<file path="src/hw/rtl/assert_macros.svh">
// Assertion macros used by the allocator controller.
`ifndef ASSERT_MACROS_SVH
`define ASSERT_MACROS_SVH
`ifndef SYNTH
// prop must hold at every clock edge outside reset
`define PCPA_ASSERT(lbl, prop, msg) \
	lbl: assert property (@(posedge clk) disable iff (!arst_n) (prop)) else $error(msg);
// cond must never be true outside reset
`define PCPA_NEVER(lbl, cond, msg) \
	lbl: assert property (@(posedge clk) disable iff (!arst_n) !(cond)) else $error(msg);
`else
`define PCPA_ASSERT(lbl, prop, msg)
`define PCPA_NEVER(lbl, cond, msg)
`endif
`endif

</file>
<file path="src/hw/rtl/pcpa_pkg.sv">
// Types and constants of the per-CPU page allocator.
package pcpa_pkg;

	localparam int ADDR_W     = 32;
	localparam int CPU_W      = 3;
	localparam int STS_W      = 2;
	localparam int PAGE_SHIFT = 12;
	// page number width, one bit more than a 32-bit address allows, for the rounded base
	localparam int PN_W       = ADDR_W - PAGE_SHIFT + 1;

	localparam logic [ADDR_W-1:0] BASE_RST = 32'h8000_0000;
	localparam logic [ADDR_W-1:0] TOP_RST  = 32'h8800_0000;
	localparam logic [PN_W-1:0]   FIRST_RST =
		PN_W'((33'(BASE_RST) + 33'd4095) >> PAGE_SHIFT);

	localparam logic OP_FREE  = 1'b0;
	localparam logic OP_ALLOC = 1'b1;

	localparam logic REG_BASE = 1'b0;
	localparam logic REG_TOP  = 1'b1;

	localparam logic [STS_W-1:0] STS_OK    = 2'd0;
	localparam logic [STS_W-1:0] STS_EMPTY = 2'd1;
	localparam logic [STS_W-1:0] STS_BAD   = 2'd2;

	typedef enum logic [1:0] {
		ST_IDLE,
		ST_EXEC,
		ST_POP
	} state_t;

	typedef struct packed {
		logic capture;
		logic exec;
		logic pop;
	} cmd_t;

	typedef struct packed {
		logic alloc_hit;
	} sts_t;

endpackage

</file>
<file path="src/hw/rtl/pcpa_ctrl.sv">
// Sequencer and result handshake of the per-CPU page allocator.
`include "assert_macros.svh"
module pcpa_ctrl
	import pcpa_pkg::*;
(
	input  logic clk,
	input  logic arst_n,
	input  logic in_valid,
	output logic in_ready,
	output logic out_valid,
	input  logic out_ready,
	input  sts_t sts,
	output cmd_t cmd
);

	state_t state_q, state_d;
	logic   out_valid_q;
	logic   set_out;

	always_comb begin
		state_d = state_q;
		unique case (state_q)
			ST_IDLE: if (in_valid) state_d = ST_EXEC;
			ST_EXEC: begin
				if (!out_valid_q) state_d = sts.alloc_hit ? ST_POP : ST_IDLE;
			end
			ST_POP:  state_d = ST_IDLE;
			default: state_d = ST_IDLE;
		endcase
	end

	always_comb begin
		in_ready    = 1'b0;
		cmd.capture = 1'b0;
		cmd.exec    = 1'b0;
		cmd.pop     = 1'b0;
		set_out     = 1'b0;
		unique case (state_q)
			ST_IDLE: begin
				in_ready    = 1'b1;
				cmd.capture = in_valid;
			end
			ST_EXEC: begin
				// wait for the result register to drain
				cmd.exec = !out_valid_q;
				set_out  = !out_valid_q && !sts.alloc_hit;
			end
			ST_POP: begin
				cmd.pop = 1'b1;
				set_out = 1'b1;
			end
			default: ;
		endcase
	end

	always_ff @(posedge clk or negedge arst_n) begin
		if (!arst_n) begin
			state_q     <= ST_IDLE;
			out_valid_q <= 1'b0;
		end else begin
			state_q <= state_d;
			if (set_out) begin
				out_valid_q <= 1'b1;
			end else if (out_ready) begin
				out_valid_q <= 1'b0;
			end
		end
	end

	assign out_valid = out_valid_q;

	`PCPA_ASSERT(a_pop_after_exec, state_q == ST_POP |-> $past(state_q == ST_EXEC), "pop without exec")
	`PCPA_ASSERT(a_capture_to_exec, cmd.capture |=> (state_q == ST_EXEC), "capture did not start exec")
	`PCPA_ASSERT(a_result_source, $rose(out_valid_q) |-> $past(state_q != ST_IDLE), "result from idle")
	`PCPA_NEVER(a_exec_busy_out, (cmd.exec || cmd.pop) && out_valid_q, "pop with result pending")

endmodule

</file>
<file path="config.mk">
export PLATFORM = sky130hd
export DESIGN_NAME = pcpa_ctrl
export DESIGN_NICKNAME = d
export VERILOG_FILES = /design/src/hw/rtl/pcpa_pkg.sv /design/src/hw/rtl/pcpa_ctrl.sv
export VERILOG_INCLUDE_DIRS = /design/src /design/src/hw/rtl
export SDC_FILE = /design/constraint.sdc
export NUM_CORES = 1
export LEC_CHECK = 0
export ABC_AREA = 1
export BUFFER_PORTS_ARGS = -buffer_cell sky130_fd_sc_hd__buf_2
export CAP_MARGIN = 20
export CORE_AREA = 2 2 39 41
export DETAILED_ROUTE_END_ITERATION = 16
export DIE_AREA = 0 0 41 43
export PLACE_DENSITY_LB_ADDON = 0.15
export SETUP_SLACK_MARGIN = 0.5
export SYNTH_ARGS = -nofsm -noshare
export SYNTH_HDL_FRONTEND = slang
export SYNTH_SLANG_ARGS = --single-unit
</file>
<file path="constraint.sdc">
create_clock -name clk -period 1 [get_ports clk]
set_input_delay 0.25 -clock clk [delete_from_list [all_inputs] [get_ports clk]]
set_output_delay 0.25 -clock clk [all_outputs]
set_load 0.005 [all_outputs]
</file>
==> impl_metrics.tcl, run 1 <==
set metrics [dict create \
    muxShareOfSynthArea 0 \
    layout_min_cycle_time_ns 1.322 \
    drive_above_1_share 0.7000 \
    clk_path_buf_depth 2 \
    synth_top_family_by_area "simple AND/OR/NAND/NOR gates" \
    yosysSeqAreaShare 0.3636 \
    violations "negative setup slack" \
    synth_area_leaders "dfrtp_1 (36%), nand2_1 (25%), ha_1 (18%)" \
    cts-root-buf "clkbuf_4" \
    ys_warn_count 0 \
    syn_area_um2 206.4 \
    tightest_slew_ns 0.1176 \
    synth_most_common_cell "nand2_1" \
    path_clk_slew_ns 0.04 \
    synth-xor-area-share 0 \
    r2r_cells 6 \
    viasPerCell 3.606 \
    synthAdderAreaFrac 0.1818 \
    antenna_cells 0 \
    maxCapViolCount 0 \
    drtIter0Drc 1 \
    gp_congestion 0.6629 \
    ant_nets 0 \
    placed_area_um2 296.5 \
    worstPathMaxFanout 2 \
    cp_top_family "flip-flops" \
    ir_worst_vdd_uv 1203 \
    stdcell_count 66 \
    syn_inst 30 \
    cts_buffers 3 \
    rsz0062_at_grt "yes" \
    syn_to_final_growth_pct 103.6 \
    die-area_um2 1763 \
    power.total_mw 1.307 \
    synth-seq-cells 3 \
    antenna_found_initial 0 \
    status "complete, but fails checks" \
    crit_path_frequent_cell "inv_2" \
    placed_cells 58 \
    cp-end-kind "output pin" \
    grt_pass1_wl_um 897 \
    pin_count 10 \
    final_nets 59 \
    finalMaxSlewViolations 0 \
    dp_hpwl_um 393.9 \
    cpMaxStageDelayCell "dfrtp_1" \
    via_count 238 \
    path_cells "inv_2 > ha_4 > inv_2 > nor2_4 > buf_2" \
    rows 14 \
    hold_class "in2reg" \
    max_freq_mhz 756.6 \
    synth-compound-area-share 0 \
    start_util 0.1492 \
    fill_cells 155 \
    ys.flop_type "dfrtp_1" \
    first_pass_iters 2 \
    power_frac_seq 0.201 \
    cpPeakStageDelay_ns 0.37 \
    drt-total-wl_um 529 \
    track_usage 0.07855 \
    fin_area_um2 420.4 \
    p_switching_mw 0.5189 \
    grt_max_degree 5 \
    p_sw_frac 0.3970 \
    final_util 0.3038 \
    die_x_um 41 \
    worstSetupPathType "reg2out" \
    dp_slack_ns -0.1369 \
    htreeDepth 1 \
    post-route-drc-count 0 \
    synth.top_cell.area_share 0.3636 \
    relSlewSlack 0.9216 \
    numClockSinks 3 \
    io_buffers 9 \
    skew_ns 0.002084 \
    synthArstFlopShare 1.000 \
    grt_overflow_total 0 \
    synth_edf_count 0 \
    pwr-share-clk 0.161 \
    syn_avg_cell_area_um2 6.882 \
    core_area_um2 1384 \
    path_depth 5 \
    power.internal_mw 0.7883 \
    synth.distinct_cells 7 \
    cts_tree "done" \
    clk_latency_ns 0.23 \
    synthTopCellsByCount "nand2_1 (14), inv_1 (7), dfrtp_1 (3), ha_1 (3)" \
    combPwrFrac 0.638 \
    finalSetupViolCount 8 \
    hold_viol_final 0 \
    synth_area_leader_cell "dfrtp_1" \
    start_kind "flop" \
    finalCritPeriodShare 1.322 \
    fin_setup_tns_ns -1.348 \
    critical_path_required_ns 0.75 \
    crit_buf_inv 3 \
    arrival_ns 1.07 \
    whs_path_depth 4 \
    routedWlPerCell_um 8.015 \
    synth_nets 38 \
    whs_ns 0.2587 \
    grt_pass1_vias 257 \
    synthSimpleGateAreaFrac 0.3273 \
    setup_ws_ns -0.3217 \
    fp.dieH_um 43 \
    power.density_nw_per_um2 3109 \
    p_leak_nw 0.2359 \
]
==> registers in the layout (all words and copies together) (netlist names) <==
signal and count:
state_q 2, out_valid 1
==> cells in the final DEF, fill, tap and decap left out, drive strengths merged <==
cell type / count
dfrtp: 3
nor2: 2
clkbuf: 4
inv: 7
dlygate4sd3: 1
buf: 15
nand3: 1
nand2: 14
ha: 3
==> kinds of logic (layout without fill, tap and decap cells) <==
kind of cell | Yosys count | count (layout)
adders and majority gates | 3 | 3
DFF | 3 | 3
and+or+nand+nor | 17 | 17
buffers and inverters | 7 | 27
==> power groups by stage <==
stage | sequential [mW] | clock [mW] | combinational, mW
floorplan | 0.232 | 0 | 0.275
global placement | 0.236 | 0 | 0.550
detailed placement | 0.234 | 0 | 0.538
CTS | 0.245 | 0.228 | 0.713
global route | 0.275 | 0.231 | 0.942
finish | 0.263 | 0.210 | 0.833
==> cell type report <==
class                           count  area (um^2)  share of cell area
Clock buffer                        4        26.28             0.06250
Inverter                            7        26.28             0.06250
Multi-Input combinational cell     20        160.2              0.3810
Sequential cell                     3        77.57              0.1845
Tap cell                           16        20.02             0.04762
Timing Repair Buffer               16        110.1              0.2619
==> final timing paths <==
kind	slack (ns)	to	start
setup / recovery	-0.32	cmd[1]	state_q[1]
hold / removal	0.26	out_valid	out_ready
setup reg to reg	-0.06	state_q[1]	state_q[0]
hold reg to reg	0.57	out_valid	out_valid
max in group asynchronous	0.54	state_q[0]	arst_n
min in group asynchronous	0.34	state_q[1]	arst_n
==> tightest hold or removal path, stage by stage <==
cell	delay [ns]
buf_2	0.07
inv_1	0.03
nand2_1	0.04
nand2_1	0.05
==> repair_timing <==
action                                  in CTS  in global routing
endpoints found under the hold margin        3                  0
hold buffers                                 1                  0
gates resized for setup                     10                 11
buffers inserted                             2                  1
gates cloned                                 0                  0
endpoints found under the setup margin       8                  8
pin swaps                                    3                  2
==> routing by layer <==
layer | wire [um] | global-route usage
met1 | 194 | 0.07468
met2 | 312 | 0.1250
met3 | 22 | 0.03141
met4 | 0 | 0.06000
met5 | 0 | 0
Note: power is estimated with default switching activity, not from simulation.
==> run 2, diff against run 1 <==
BUFFER_PORTS_ARGS = unset   (was -buffer_cell sky130_fd_sc_hd__buf_2)
DONT_BUFFER_PORTS = 1   (was unset)
==> run 2 against run 1 <==
Against the previous run:
- the run still ends with negative setup slack left
- register-to-register slack got worse by 0.11 ns
- hold slack got worse by 0.099 ns
- clock power about the same
- final cell count down 17%
- sequential share of layout area up 3.8 points
- final area decreased by 17%
- routed wire length fell by 2.3%
- clock skew increased by 0.0041 ns
- via count is 14% lower
- sequential cell count did not move
- highest routed layer unchanged
- combinational power decreased by 20%
==> impl_metrics.tcl, run 2 (synthesis gave the netlist of run 1 again) <==
set metrics [dict create \
    fin_area_um2 347.8 \
    fp.dieH_um 43 \
    largest_register_ffs 2 \
    tightest_slew_ns 0.1748 \
    drive_above_1_share 0.5128 \
    power.density_nw_per_um2 3347 \
    die-area_um2 1763 \
    via_count 204 \
    violations "negative setup slack" \
    arrival_ns 1.01 \
    cp-end-kind "output pin" \
    pin_count 10 \
    cts_tree "done" \
    viasPerCell 3.709 \
    path_clk_slew_ns 0.04 \
    numClockSinks 3 \
    cts_buffers 3 \
    multi_input_area_um2 150.1 \
    post-route-drc-count 0 \
    clk_path_buf_depth 2 \
    ant_nets 0 \
    layout_commonest_cell "nand2_1" \
    io_buffers 0 \
    first_pass_iters 2 \
    ir_worst_vdd_uv 894.3 \
    dp_hpwl_um 381.1 \
    relSlewSlack 0.8835 \
    drt-total-wl_um 517 \
    regToRegSetupSlack_ns -0.17 \
    die_x_um 41 \
    start_kind "flop" \
    layout_min_cycle_time_ns 1.263 \
    gp_congestion 0.6515 \
    track_usage 0.07243 \
    rsz0062_at_grt "yes" \
    p_leak_nw 0.1869 \
    finalMaxSlewViolations 0 \
    grt_pass1_wl_um 821 \
    whs_ns 0.1594 \
    grt_max_degree 6 \
    skew_ns 0.006213 \
    routedWlPerCell_um 9.400 \
    hold_class "in2reg" \
    hold_viol_final 0 \
    start_util 0.1492 \
    worstSetupPathType "reg2out" \
    clk_latency_ns 0.23 \
    placed_area_um2 236.5 \
    final_nets 48 \
    max_freq_mhz 791.6 \
    syn_to_final_growth_pct 68.49 \
    layout_common_cells "nand2_1 (10), inv_2 (4), nand2_2 (3), inv_1 (3), clkbuf_4 (3)" \
    status "complete, but fails checks" \
    grt_pass1_vias 224 \
    regMostFlops "state_q" \
    core_area_um2 1384 \
    finalSetupViolCount 7 \
    grt_overflow_total 0 \
    rows 14 \
    cts-root-buf "clkbuf_4" \
    drtIter0Drc 3 \
    finalCritPeriodShare 1.263 \
    regArea_um2 77.57 \
    antenna_found_initial 0 \
    antenna_cells 0 \
    worstPathMaxFanout 2 \
    critical_path_required_ns 0.75 \
    maxCapViolCount 0 \
    fill_cells 159 \
    htreeDepth 1 \
    setup_ws_ns -0.2633 \
]
## run 2: cell count changes in the layout (fill, tap and decap cells not counted), sizes merged
cell  change
buf      -11
## run 2: layout make-up
| type | instances | area share |
|---|---|---|
| well taps | 16 | 0.05755 |
| multi-input cells | 20 | 0.4317 |
| flip-flops and latches | 3 | 0.2230 |
| repair buffers | 5 | 0.1367 |
| inverters | 7 | 0.07554 |
| clock buffers | 4 | 0.07554 |
## run 2: stage by stage
step / cells / total power [mW] / setup WS [ns] / setup TNS (ns) / util
final: 55 / 1.164 / -0.2633 / -1.453 / 0.2514
after global routing: 55 / 1.270 / -0.2946 / -1.735 / 0.2514
after CTS: 54 / 1.108 / -0.2772 / -1.273 / 0.2387
after detailed placement: 47 / 0.6300 / -0.08478 / -0.2827 / 0.1709
after global placement: 47 / 0.6233 / -0.07201 / -0.2062 / 0.1709
after floorplan: 30 / 0.5072 / -0.005874 / -0.005874 / -
## run 2: layer usage
metal	GRT usage	wire length, um
met5	0	0
met4	0.04000	0
met3	0.04712	24
met2	0.1125	297
met1	0.06796	196
## run 2: critical path, stage by stage (launching register included)
cell and delay [ns]:
dfrtp_1 0.39, inv_2 0.11, ha_4 0.15, inv_2 0.04
nor2_4 0.09
## run 2: timing repair
action                                  in CTS  in global routing
hold buffers                                 1                  0
setup buffers                                2                  1
endpoints found under the setup margin       8                  8
resized for setup                           14                  3
hold endpoints to repair                     3                  0
pin swaps                                    2                  6
## run 2: final timing paths
kind / from / endpoint / depth (start not counted)
setup / recovery: state_q[1] / cmd[1] / 4
hold / removal: out_ready / out_valid / 3
setup reg to reg: state_q[1] / state_q[0] / 8
hold reg to reg: state_q[0] / state_q[0] / 2
max in group asynchronous: arst_n / state_q[0] / 1
min in group asynchronous: arst_n / state_q[1] / 1
## run 2: power breakdown
group,switching [mW],leakage [nW],internal (mW)
logic,0.322,0.135,0.344
clock network,0.0622,0.0150,0.149
registers,0.0983,0.0365,0.189
total,0.482,0.187,0.682
